### src/design/pid_pkg.sv
// ---------------------------------------------------------------------------
// PID controller package
// Widths, register indexes, reset values and divider sizing shared by the
// channel interfaces and the controller.
// ---------------------------------------------------------------------------
package pid_pkg;

  localparam int VALUE_W = 32;   // signed Q16.16 values and gains
  localparam int STEP_W  = 16;   // unsigned Q0.16 time step
  localparam int FRAC_W  = 16;   // fraction bits of Q16.16

  localparam int CFG_IDX_W = 2;

  localparam logic [CFG_IDX_W-1:0] REG_GAIN_P = 2'd0;
  localparam logic [CFG_IDX_W-1:0] REG_GAIN_I = 2'd1;
  localparam logic [CFG_IDX_W-1:0] REG_GAIN_D = 2'd2;
  localparam logic [CFG_IDX_W-1:0] REG_TARGET = 2'd3;

  // 1.0 in Q16.16
  localparam logic signed [VALUE_W-1:0] Q_ONE = 32'sh0001_0000;

  localparam logic signed [VALUE_W-1:0] S32_MAX = 32'sh7FFF_FFFF;
  localparam logic signed [VALUE_W-1:0] S32_MIN = 32'sh8000_0000;

  // Product of two values, and the sum of three shifted products
  localparam int PROD_W = 2 * VALUE_W;
  localparam int TERM_W = PROD_W - FRAC_W;
  localparam int ACC_W  = TERM_W + 2;

  // Derivative divider: |diff| (33 bits) followed by 16 zero bits,
  // padded to an even width and retired two quotient bits per cycle
  localparam int DIFF_W     = VALUE_W + 1;
  localparam int DIV_BITS   = 2;
  localparam int DIVIDEND_W = DIFF_W + FRAC_W + 1;
  localparam int DIV_ITER   = DIVIDEND_W / DIV_BITS;
  localparam int DIV_CNT_W  = $clog2(DIV_ITER);

endpackage

### src/design/pid_if.sv
// ---------------------------------------------------------------------------
// PID channel interfaces
// Valid/ready channels for the sample word and the result word.
// ---------------------------------------------------------------------------
interface pid_sample_if;
  import pid_pkg::*;

  logic                      valid;
  logic                      ready;
  logic signed [VALUE_W-1:0] measurement;
  logic [STEP_W-1:0]         time_step;

  modport source (output valid, measurement, time_step, input ready);
  modport sink   (input valid, measurement, time_step, output ready);
endinterface

interface pid_result_if;
  import pid_pkg::*;

  logic                      valid;
  logic                      ready;
  logic signed [VALUE_W-1:0] drive;
  logic                      saturated;

  modport source (output valid, drive, saturated, input ready);
  modport sink   (input valid, drive, saturated, output ready);
endinterface

### src/design/pid_controller_step.sv
// ---------------------------------------------------------------------------
// PID controller step
// One control update per sample word: error, saturating integral, derivative
// through a radix-4 restoring divider, and a saturated weighted sum, all on
// one shared 32x32 multiplier under a small sequencer.
// ---------------------------------------------------------------------------
//
//   channel  | dir | handshake     | payload
//   ---------+-----+---------------+------------------------------------
//   sample   | in  | valid / ready | measurement (s32), time_step (u16)
//   result   | out | valid / ready | drive (s32), saturated (1)
//   cfg      | in  | cfg_write     | cfg_index (2), cfg_data (32)
//
// A sample goes through the divider (two quotient bits a cycle) only when
// time_step is nonzero; a zero time_step skips it and forces the derivative
// to zero. The next sample is accepted once the sequencer is back in idle.
// The single multiplier is used four times.
// sample.ready is high only while the sequencer is idle; the result register
// holds a finished word until taken, and a new sample is accepted meanwhile.
// Synchronous reset clears gains to their defaults, the integral and the
// stored error.
// ---------------------------------------------------------------------------
module pid_controller_step (
  input  logic                            clk,
  input  logic                            rst,
  input  logic                            cfg_write,
  input  logic [pid_pkg::CFG_IDX_W-1:0]   cfg_index,
  input  logic [pid_pkg::VALUE_W-1:0]     cfg_data,
  pid_sample_if.sink                      sample,
  pid_result_if.source                    result
);
  import pid_pkg::*;

  typedef enum logic [3:0] {
    S_IDLE,
    S_ERROR,
    S_INT_MUL,
    S_INT_ADD,
    S_DIV,
    S_DERIV,
    S_P_MUL,
    S_I_MUL,
    S_D_MUL,
    S_SUM,
    S_DONE
  } state_t;

  state_t state;

  // configuration
  logic signed [VALUE_W-1:0] gain_p, gain_i, gain_d, target;

  // controller state
  logic signed [VALUE_W-1:0] error_integral, last_error;

  // per-sample working registers
  logic signed [VALUE_W-1:0]  meas, err, deriv;
  logic [STEP_W-1:0]          dt;
  logic signed [PROD_W-1:0]   prod;
  logic signed [ACC_W-1:0]    acc;
  logic                       clipped;
  logic                       diff_neg;
  logic [DIVIDEND_W-1:0]      div_shift;
  logic [STEP_W-1:0]          div_rem;
  logic [DIV_CNT_W-1:0]       div_cnt;

  // result register
  logic                       out_valid;
  logic signed [VALUE_W-1:0]  out_drive;
  logic                       out_sat;

  // combinational
  logic signed [VALUE_W-1:0]  mul_a, mul_b;
  logic signed [DIFF_W-1:0]   err_wide, int_wide, diff;
  logic signed [VALUE_W-1:0]  err_sat, int_sat, deriv_sat, drive_sat;
  logic                       int_clip, drive_clip;
  logic [DIFF_W-1:0]          diff_mag;
  logic signed [ACC_W-1:0]    term;
  logic [DIVIDEND_W-1:0]      shift_next;
  logic [STEP_W-1:0]          rem_next;
  logic [STEP_W:0]            rem_try;
  logic                       q_pos_ovf, q_neg_ovf;

  assign sample.ready     = (state == S_IDLE);
  assign result.valid     = out_valid;
  assign result.drive     = out_drive;
  assign result.saturated = out_sat;

  // shared multiplier operand select
  always_comb begin
    mul_a = '0;
    mul_b = '0;
    case (state)
      S_INT_MUL: begin
        mul_a = err;
        mul_b = $signed({{(VALUE_W-STEP_W){1'b0}}, dt});
      end
      S_P_MUL: begin
        mul_a = gain_p;
        mul_b = err;
      end
      S_I_MUL: begin
        mul_a = gain_i;
        mul_b = error_integral;
      end
      S_D_MUL: begin
        mul_a = gain_d;
        mul_b = deriv;
      end
      default: begin
        mul_a = '0;
        mul_b = '0;
      end
    endcase
  end

  always_comb begin
    // error = target - measurement, saturated
    err_wide = {target[VALUE_W-1], target} - {meas[VALUE_W-1], meas};
    if (err_wide[DIFF_W-1] != err_wide[DIFF_W-2]) begin
      err_sat = err_wide[DIFF_W-1] ? S32_MIN : S32_MAX;
    end else begin
      err_sat = err_wide[VALUE_W-1:0];
    end

    // integral + floor(err*dt / 2^16), saturated
    int_wide = {error_integral[VALUE_W-1], error_integral}
             + {prod[VALUE_W+FRAC_W-1], prod[VALUE_W+FRAC_W-1:FRAC_W]};
    int_clip = (int_wide[DIFF_W-1] != int_wide[DIFF_W-2]);
    if (int_clip) begin
      int_sat = int_wide[DIFF_W-1] ? S32_MIN : S32_MAX;
    end else begin
      int_sat = int_wide[VALUE_W-1:0];
    end

    // derivative numerator magnitude
    diff     = {err[VALUE_W-1], err} - {last_error[VALUE_W-1], last_error};
    diff_mag = diff[DIFF_W-1] ? DIFF_W'(-diff) : DIFF_W'(diff);

    // two restoring divide steps
    shift_next = div_shift;
    rem_next   = div_rem;
    for (int i = 0; i < DIV_BITS; i++) begin
      rem_try = {rem_next, shift_next[DIVIDEND_W-1]};
      if (rem_try >= {1'b0, dt}) begin
        rem_try    = rem_try - {1'b0, dt};
        shift_next = {shift_next[DIVIDEND_W-2:0], 1'b1};
      end else begin
        shift_next = {shift_next[DIVIDEND_W-2:0], 1'b0};
      end
      rem_next = rem_try[STEP_W-1:0];
    end

    // quotient magnitude to signed, saturated
    q_pos_ovf = (div_shift[DIVIDEND_W-1:VALUE_W-1] != '0);
    q_neg_ovf = (div_shift[DIVIDEND_W-1:VALUE_W] != '0)
              || (div_shift[VALUE_W-1] && (div_shift[VALUE_W-2:0] != '0));
    if (diff_neg) begin
      deriv_sat = q_neg_ovf ? S32_MIN : -$signed(div_shift[VALUE_W-1:0]);
    end else begin
      deriv_sat = q_pos_ovf ? S32_MAX : $signed(div_shift[VALUE_W-1:0]);
    end

    // floor(product / 2^16), sign extended to the accumulator
    term = {{(ACC_W-TERM_W){prod[PROD_W-1]}}, prod[PROD_W-1:FRAC_W]};

    drive_clip = 1'b0;
    drive_sat  = acc[VALUE_W-1:0];
    if (!acc[ACC_W-1] && (acc[ACC_W-2:VALUE_W-1] != '0)) begin
      drive_clip = 1'b1;
      drive_sat  = S32_MAX;
    end else if (acc[ACC_W-1] && (acc[ACC_W-2:VALUE_W-1] != '1)) begin
      drive_clip = 1'b1;
      drive_sat  = S32_MIN;
    end
  end

  always_ff @(posedge clk) begin
    prod <= mul_a * mul_b;

    if (rst) begin
      state          <= S_IDLE;
      out_valid      <= 1'b0;
      gain_p         <= Q_ONE;
      gain_i         <= '0;
      gain_d         <= '0;
      target         <= '0;
      error_integral <= '0;
      last_error     <= '0;
    end else begin
      if (cfg_write) begin
        case (cfg_index)
          REG_GAIN_P: gain_p <= $signed(cfg_data);
          REG_GAIN_I: gain_i <= $signed(cfg_data);
          REG_GAIN_D: gain_d <= $signed(cfg_data);
          REG_TARGET: target <= $signed(cfg_data);
          default: ;
        endcase
      end

      // drop the taken word unless a new one is loaded below
      if (out_valid && result.ready && (state != S_DONE)) begin
        out_valid <= 1'b0;
      end

      case (state)
        S_IDLE: begin
          if (sample.valid) begin
            meas  <= sample.measurement;
            dt    <= sample.time_step;
            state <= S_ERROR;
          end
        end
        S_ERROR: begin
          err   <= err_sat;
          state <= S_INT_MUL;
        end
        S_INT_MUL: begin
          // set up the divider, then retire the old error
          diff_neg   <= diff[DIFF_W-1];
          div_shift  <= {1'b0, diff_mag, {FRAC_W{1'b0}}};
          div_rem    <= '0;
          div_cnt    <= '0;
          last_error <= err;
          state      <= S_INT_ADD;
        end
        S_INT_ADD: begin
          error_integral <= int_sat;
          clipped        <= int_clip;
          if (dt == '0) begin
            deriv <= '0;
            state <= S_P_MUL;
          end else begin
            state <= S_DIV;
          end
        end
        S_DIV: begin
          div_shift <= shift_next;
          div_rem   <= rem_next;
          div_cnt   <= div_cnt + 1'b1;
          if (div_cnt == DIV_CNT_W'(DIV_ITER - 1)) begin
            state <= S_DERIV;
          end
        end
        S_DERIV: begin
          deriv <= deriv_sat;
          state <= S_P_MUL;
        end
        S_P_MUL: begin
          state <= S_I_MUL;
        end
        S_I_MUL: begin
          acc   <= term;
          state <= S_D_MUL;
        end
        S_D_MUL: begin
          acc   <= acc + term;
          state <= S_SUM;
        end
        S_SUM: begin
          acc   <= acc + term;
          state <= S_DONE;
        end
        S_DONE: begin
          // hold until the result register is free
          if (!out_valid || result.ready) begin
            out_valid <= 1'b1;
            out_drive <= drive_sat;
            out_sat   <= clipped | drive_clip;
            state     <= S_IDLE;
          end
        end
        default: begin
          state <= S_IDLE;
        end
      endcase
    end
  end

endmodule
### src/flat_wrapper.sv
// flat-port wrapper written by rule: the top's interface ports become plain ports
module pid_controller_step_flat import pid_pkg::*;
  (clk, rst, cfg_write, cfg_index, cfg_data, sample_valid, sample_measurement, sample_time_step, sample_ready, result_valid, result_drive, result_saturated, result_ready);
  pid_sample_if sample_i ();
  pid_result_if result_i ();
  input  logic clk;
  input  logic rst;
  input  logic cfg_write;
  input  logic [pid_pkg::CFG_IDX_W-1:0] cfg_index;
  input  logic [pid_pkg::VALUE_W-1:0] cfg_data;
  input wire logic [$bits(sample_i.valid)-1:0] sample_valid;
  input wire logic [$bits(sample_i.measurement)-1:0] sample_measurement;
  input wire logic [$bits(sample_i.time_step)-1:0] sample_time_step;
  output wire logic [$bits(sample_i.ready)-1:0] sample_ready;
  output wire logic [$bits(result_i.valid)-1:0] result_valid;
  output wire logic [$bits(result_i.drive)-1:0] result_drive;
  output wire logic [$bits(result_i.saturated)-1:0] result_saturated;
  input wire logic [$bits(result_i.ready)-1:0] result_ready;
  assign sample_i.valid = sample_valid;
  assign sample_i.measurement = sample_measurement;
  assign sample_i.time_step = sample_time_step;
  assign sample_ready = sample_i.ready;
  assign result_valid = result_i.valid;
  assign result_drive = result_i.drive;
  assign result_saturated = result_i.saturated;
  assign result_i.ready = result_ready;
  pid_controller_step u_core (.clk(clk), .rst(rst), .cfg_write(cfg_write), .cfg_index(cfg_index), .cfg_data(cfg_data), .sample(sample_i), .result(result_i));
endmodule
### config.mk
export PLATFORM = sky130hd
export DESIGN_NAME = pid_controller_step_flat
export DESIGN_NICKNAME = d
export VERILOG_FILES = /design/src/design/pid_pkg.sv /design/src/design/pid_if.sv /design/src/design/pid_controller_step.sv /design/src/flat_wrapper.sv
export SDC_FILE = /design/constraint.sdc
export NUM_CORES = 2
export LEC_CHECK = 0
export BUFFER_PORTS_ARGS = -buffer_cell sky130_fd_sc_hd__buf_2
export CAP_MARGIN = 20
export CORE_MARGIN = 5
export CORE_UTILIZATION = 44
export CTS_BUF_LIST = sky130_fd_sc_hd__clkbuf_2
export DETAILED_ROUTE_END_ITERATION = 12
export PLACE_DENSITY = 0.62
export SLEW_MARGIN = 40
export SYNTH_ARGS = -nofsm -noshare
export SYNTH_HDL_FRONTEND = slang
export SYNTH_SLANG_ARGS = --single-unit
export TNS_END_PERCENT = 1
### constraint.sdc
create_clock -name clk -period 15.8 [get_ports clk]
set_input_delay 2.37 -clock clk [delete_from_list [all_inputs] [get_ports clk]]
set_output_delay 2.37 -clock clk [all_outputs]
set_load 0.02 [all_outputs]
## After elaboration in Yosys (flattened, before gate mapping)

Index checks and enable logic that the tools add are counted.

- Register bits after elaboration: 529
- Bits in latches: 0
- Memory bits (writable): 0
- ROM bits: 0
- Memories: 0

- Add/subtract/negate cells: 9
- Multipliers: 1
- Div/mod/pow operators: 0
- Magnitude comparators: 2
- Equality and inequality tests: 22
- Shift operators: 0
- Multiplexer cells: 31
- Bitwise gates (word level): 2
- Reduce and logical (&&, ||, !) cells: 33

Operator list:

| kind | number |
|---|---|
| $mux 32 | 9 |
| $pmux 32 s4 | 2 |
| $pmux 50 s2 | 2 |
| $sub 32x32->33 | 2 |
| $mul 32x32->64 | 1 |
| $pmux 32 s2 | 1 |
| $add 50x48->50 | 1 |
| $pmux 4 s11 | 1 |
| $reduce_bool 18->1 | 2 |
| $ge 17x16->1 | 2 |
| $add 32x32->33 | 1 |
| $mux 33 | 1 |
| $neg 33->33 | 1 |
| $mux 16 | 2 |
| $neg 32->32 | 1 |
| $pmux 16 s2 | 1 |
| $sub 16x16->16 | 2 |
| $reduce_bool 31->1 | 1 |
| $reduce_bool 19->1 | 1 |
| $ne 18x18->1 const B | 1 |
| $reduce_and 2->1 | 9 |
| $eq 4x3->1 const B | 4 |
| $logic_not 16->1 | 1 |
| $eq 4x4->1 const B | 3 |
| other kinds (24) | 48 |

## Depth between registers and ports, before layout

- Depth after elaboration: 6
- Depth in mapped cells: 38
- Mapped depth without buffers: 32

## Worst setup path before layout

OpenSTA, ideal clock, no wires.

- Kind: register to register
- From: reg u_core.state[1]
- To: reg u_core.prod[59]
- Arrival: 9,803 ps
- Setup slack: 5,877 ps
- Cell stages (with the launch flop): 31
- Path buffers: 6
- Clock period less this slack: 9,923 ps
- Path through: dfxtp_1 > clkbuf_1 > clkbuf_1 > nand2b_1 > nor3_1 > clkbuf_1 > clkbuf_1 > clkbuf_1 > a22oi_1 > nand3_1 > clkbuf_1 > nand2_1 > inv_1 > fa_1 > fa_1 > fa_1 > fa_1 > inv_1 > fa_1 > inv_1 > fa_1 > fa_1 > fa_1 > ha_1 > a21o_1 > a21o_1 > a21o_1 > a22o_1 > a311oi_1 > o21ai_0 > xnor2_1

- Longest elaborated chain between the ends: 3
- Elaborated cells on any way between the ends: 7
- Classes of those cells: mul (1); eq/ne (4); mux (2)

Ends and longest elaborated chain:

| what | line | text |
|---|---|---|
| start: declaration | pid_controller_step.sv:48 | `state_t state;` |
| start signal: assignment | pid_controller_step.sv:182 | `state <= S_IDLE;` |
| start signal: assignment | pid_controller_step.sv:211 | `state <= S_ERROR;` |
| start signal: assignment | pid_controller_step.sv:216 | `state <= S_INT_MUL;` |
| $eq 4x4->1, or another cell as far along | pid_controller_step.sv:93 | `case (state)` |
| $pmux 32 s4 | pid_controller_step.sv:93 |  |
| $mul 32x32->64 * | pid_controller_step.sv:179 | `prod <= mul_a * mul_b;` |
| end signal: assignment | pid_controller_step.sv:179 |  |
| end: declaration | pid_controller_step.sv:59 | `logic signed [PROD_W-1:0] prod;` |

Every way passes the cells marked *; elsewhere a longest branch is shown, timed or not.
A chain may end at the register's enable or synchronous reset.

## Worst setup path after layout

- From: reg u_core.state[2]
- To: reg u_core.prod[62]

Same word-level chain as after synthesis.

==> summary.json <==
{
  "outcome": {
    "outcome": "completed"
  },
  "sta": {
    "final_min_period_over_clock_period": 0.672,
    "tightest_slew_ns": 1.01,
    "fmax_mhz": 94.2,
    "setup_tns_ns": 0,
    "rsz0062_at_grt": "false",
    "worst_slew_margin_rel": 0.325,
    "finalHoldViolations": 0,
    "final_max_slew_viol_count": 0,
    "layout_min_cycle_time_ns": 10.61,
    "setup_viol": 0,
    "fin_skew_ns": 0.161
  },
  "yosys": {
    "number_of_warnings_reported_in_the_yosys_synthesis_log": 0,
    "post_synth_most_frequent_cells": "sky130_fd_sc_hd__nand2_1 (1286), sky130_fd_sc_hd__inv_1 (1153), sky130_fd_sc_hd__fa_1 (1087)",
    "synth.most_common_cell": "sky130_fd_sc_hd__nand2_1",
    "synth_cells": 7415,
    "synthDominantAreaCellType": "sky130_fd_sc_hd__fa_1",
    "synth.area.top_cells": "sky130_fd_sc_hd__fa_1 (33%), sky130_fd_sc_hd__edfxtp_1 (12%), sky130_fd_sc_hd__dfxtp_1 (7.5%)",
    "ys_seq_elements": 513,
    "async_flop_share": 0,
    "portion_of_the_post_synthesis_area_used_by_sequential_elements": 0.198,
    "synth_enable_flop_cells": 268,
    "syn_area_per_cell_um2": 8.82,
    "yosys.area.top_type_share": 0.333,
    "synthFlopType": "sky130_fd_sc_hd__edfxtp_1",
    "synth_area_um2": 65400,
    "synth_nets": 8950,
    "synth.lib_cells_used.distinct": 87
  },
  "floorplan": {
    "core_area_um2": 148000,
    "floorplan_row_count": 141,
    "initial_core_util": 0.443,
    "die-area_um2": 156000,
    "die_width_um": 396,
    "die_h_um": 396,
    "io_pins": 122
  },
  "setup_path": {
    "critPathMaxStageDelay_ns": 0.93,
    "timing.critical_path.arrival_ns": 11.93,
    "critical_path_class": "reg2reg",
    "worst_path_dominant_cell_family": "adder cells",
    "worstPathBufferInverterCount": 3,
    "critical_path_cell_by_cell": "and4b_2 > buf_4 > nand2_1 > and4_1 > a21oi_1 > fa_1 > fa_1 > fa_1 > fa_1 > inv_1 > fa_1 > inv_1 > fa_1 > fa_1 > fa_1 > ha_1 > a21oi_1 > nand3b_1 > o31ai_1 > o21ai_0 > a221oi_1 > xnor2_1",
    "required_ns": 17.12,
    "crit_path_end_kind": "flip-flop",
    "critical_path.startpoint_type": "flip-flop",
    "critPathMostFrequentCell": "sky130_fd_sc_hd__fa_1",
    "cp_slowest_cell": "sky130_fd_sc_hd__fa_1",
    "path_max_fanout": 64
  },
  "final_layout": {
    "fraction_of_layout_cells_with_a_size_suffix_above_1": 0.0762,
    "post_layout_nonfiller_instances": 9485,
    "area_delta_synth_final_pct": 6.47,
    "layout_top_registers": "u_core.acc: 50 flops, u_core.div_shift: 50 flops, u_core.prod: 48 flops",
    "final_nets": 8973
  },
  "route": {
    "drtPass1Iterations": 6,
    "routed_wirelength_um": 225000,
    "dr_total_vias": 53500,
    "drc": 0,
    "via_per_inst": 5.64,
    "drt_iter0_markers": 4773,
    "avgRoutedWirePerCell_um": 23.7,
    "ant_nets": 0
  },
  "power": {
    "cellPowerDensity_nw_per_um2": 51.1,
    "p_leak_uw": 0.0318,
    "ir_drop_v": 0.0000630
  },
  "grt": {
    "grt_max_degree": 95,
    "grtUsageTotal": 0.286,
    "antenna_violations_before_repair": 13,
    "number_of_global_route_vias_before_repair": 54200,
    "grt_pass1_wl_um": 338000,
    "grt_remaining_overflow": 0
  },
  "place": {
    "place_inst": 9226,
    "place_congestion": 0.986,
    "placed_wire_length_estimate_after_detailed_placement_um": 175000,
    "port_buffers": 121
  },
  "clocking": {
    "cts_htree_levels": 4,
    "clk_pin_slew_worst_paths_ns": 0.10,
    "clock_latency_ns": 1.51,
    "cts_root_buffer": "sky130_fd_sc_hd__clkbuf_2",
    "cts.hold.buffers_added": 0,
    "tritoncts_buffer_count": 138,
    "cts_repair_resize_count": 0,
    "cts_tree": "built",
    "cts_setup_buffers": 0,
    "clkSinkCount": 513,
    "cts.path.max_buffers": 3
  },
  "job": {
    "timing.max_cap.violations": 0
  },
  "min_path": {
    "holdCritPathClass": "reg2reg"
  }
}
-- placed cells by master, fill, tap and decap left out, types with 19 or more instances in the layout --
cell / instances
sky130_fd_sc_hd__a211oi_1: 62
sky130_fd_sc_hd__a21o_1: 117
sky130_fd_sc_hd__a21oi_1: 413
sky130_fd_sc_hd__a22oi_1: 31
sky130_fd_sc_hd__a31oi_1: 55
sky130_fd_sc_hd__and2_1: 25
sky130_fd_sc_hd__and3_1: 42
sky130_fd_sc_hd__and4_1: 19
sky130_fd_sc_hd__buf_2: 120
sky130_fd_sc_hd__buf_4: 122
sky130_fd_sc_hd__clkbuf_2: 202
sky130_fd_sc_hd__clkinv_1: 22
sky130_fd_sc_hd__dfxtp_1: 245
sky130_fd_sc_hd__edfxtp_1: 268
sky130_fd_sc_hd__fa_1: 1087
sky130_fd_sc_hd__ha_1: 361
sky130_fd_sc_hd__inv_1: 1153
sky130_fd_sc_hd__maj3_1: 38
sky130_fd_sc_hd__nand2_1: 1283
sky130_fd_sc_hd__nand2b_1: 35
sky130_fd_sc_hd__nand3_1: 63
sky130_fd_sc_hd__nand3b_1: 27
sky130_fd_sc_hd__nand4_1: 71
sky130_fd_sc_hd__nor2_1: 728
sky130_fd_sc_hd__nor2b_1: 36
sky130_fd_sc_hd__nor3_1: 54
sky130_fd_sc_hd__o211ai_1: 23
sky130_fd_sc_hd__o21a_1: 30
sky130_fd_sc_hd__o21ai_0: 194
sky130_fd_sc_hd__o21bai_1: 27
sky130_fd_sc_hd__o31ai_1: 30
sky130_fd_sc_hd__or3_1: 27
sky130_fd_sc_hd__xnor2_1: 136
sky130_fd_sc_hd__xor2_1: 95
-- final cells by class --
class / instances / area [um2]
diodes: 11 / 27.5
clock inverters: 44 / 297
inverters: 1154 / 4330
well taps: 1930 / 2410
fillers: 14300 / 78000
repair buffers: 252 / 1670
flip-flops and latches: 513 / 13000
clock buffers: 202 / 1010
multi-input cells: 5379 / 46900
-- kinds of logic after synthesis --
family	synth area share
DFF	0.198
AOI/OAI and AO/OA	0.106
xor gates and xnor gates	0.0311
buffers and inverters	0.0878
adders and majority gates	0.408
muxes	0.00430
and+or+nand+nor	0.165
-- worst paths after layout --
check | start | to | slack [ns] | cells past startpoint
worst max-delay path | u_core.state[2] | u_core.prod[62] | 5.19 | 22
worst min-delay path | u_core.gain_p[7] | u_core.gain_p[7] | 0.46 | 2
worst max register to register | u_core.state[2] | u_core.prod[62] | 5.19 | 22
worst min register to register | u_core.gain_p[7] | u_core.gain_p[7] | 0.46 | 2
-- routing by layer --
metal | vias up | part of all wire | GRT usage
met5 | - | 0.00026 | 0
met4 | 8 | 0.065 | 0.155
li1 | 23800 | - | -
met3 | 521 | 0.10 | 0.0762
met1 | 26700 | 0.40 | 0.380
met2 | 2483 | 0.43 | 0.427
-- worst reg2reg max path, cell delays in order (launching register included) --
cell                       delay, ns
sky130_fd_sc_hd__dfxtp_1        0.75
sky130_fd_sc_hd__and4b_2        0.31
sky130_fd_sc_hd__buf_4          0.61
sky130_fd_sc_hd__nand2_1        0.21
sky130_fd_sc_hd__and4_1         0.45
sky130_fd_sc_hd__a21oi_1        0.59
sky130_fd_sc_hd__fa_1           0.58
sky130_fd_sc_hd__fa_1           0.49
sky130_fd_sc_hd__fa_1           0.93
sky130_fd_sc_hd__fa_1           0.72
sky130_fd_sc_hd__inv_1          0.48
sky130_fd_sc_hd__fa_1           0.63
sky130_fd_sc_hd__inv_1          0.06
sky130_fd_sc_hd__fa_1           0.55
sky130_fd_sc_hd__fa_1           0.43
sky130_fd_sc_hd__fa_1           0.47
sky130_fd_sc_hd__ha_1           0.38
sky130_fd_sc_hd__a21oi_1        0.25
sky130_fd_sc_hd__nand3b_1       0.12
sky130_fd_sc_hd__o31ai_1        0.51
sky130_fd_sc_hd__o21ai_0        0.40
sky130_fd_sc_hd__a221oi_1       0.41
sky130_fd_sc_hd__xnor2_1        0.16
-- report_power, final --
group | leakage [uW] | switching, uW | total [uW] | internal (uW)
clock | 0.000991 | 639 | 1020 | 379
sequential | 0.00445 | 77.6 | 1550 | 1470
combinational | 0.0264 | 650 | 989 | 339
total | 0.0318 | 1370 | 3560 | 2190
-- per-stage QoR --
stage               power (uW)  setup slack (ns)  hold WS (ns)  cell area, um2  utilization
global route              3750              4.85         0.473           69600        0.471
CTS                       3580              5.15         0.459           69600        0.471
floorplan                 2190              5.88         0.433           65400            -
finish                    3560              5.19         0.459           69600        0.472
detailed placement        2550              5.16         0.447           68300        0.462
global placement          2530              5.25         0.442           68100        0.461
No activity file was read; power rests on OpenSTA's default activity.
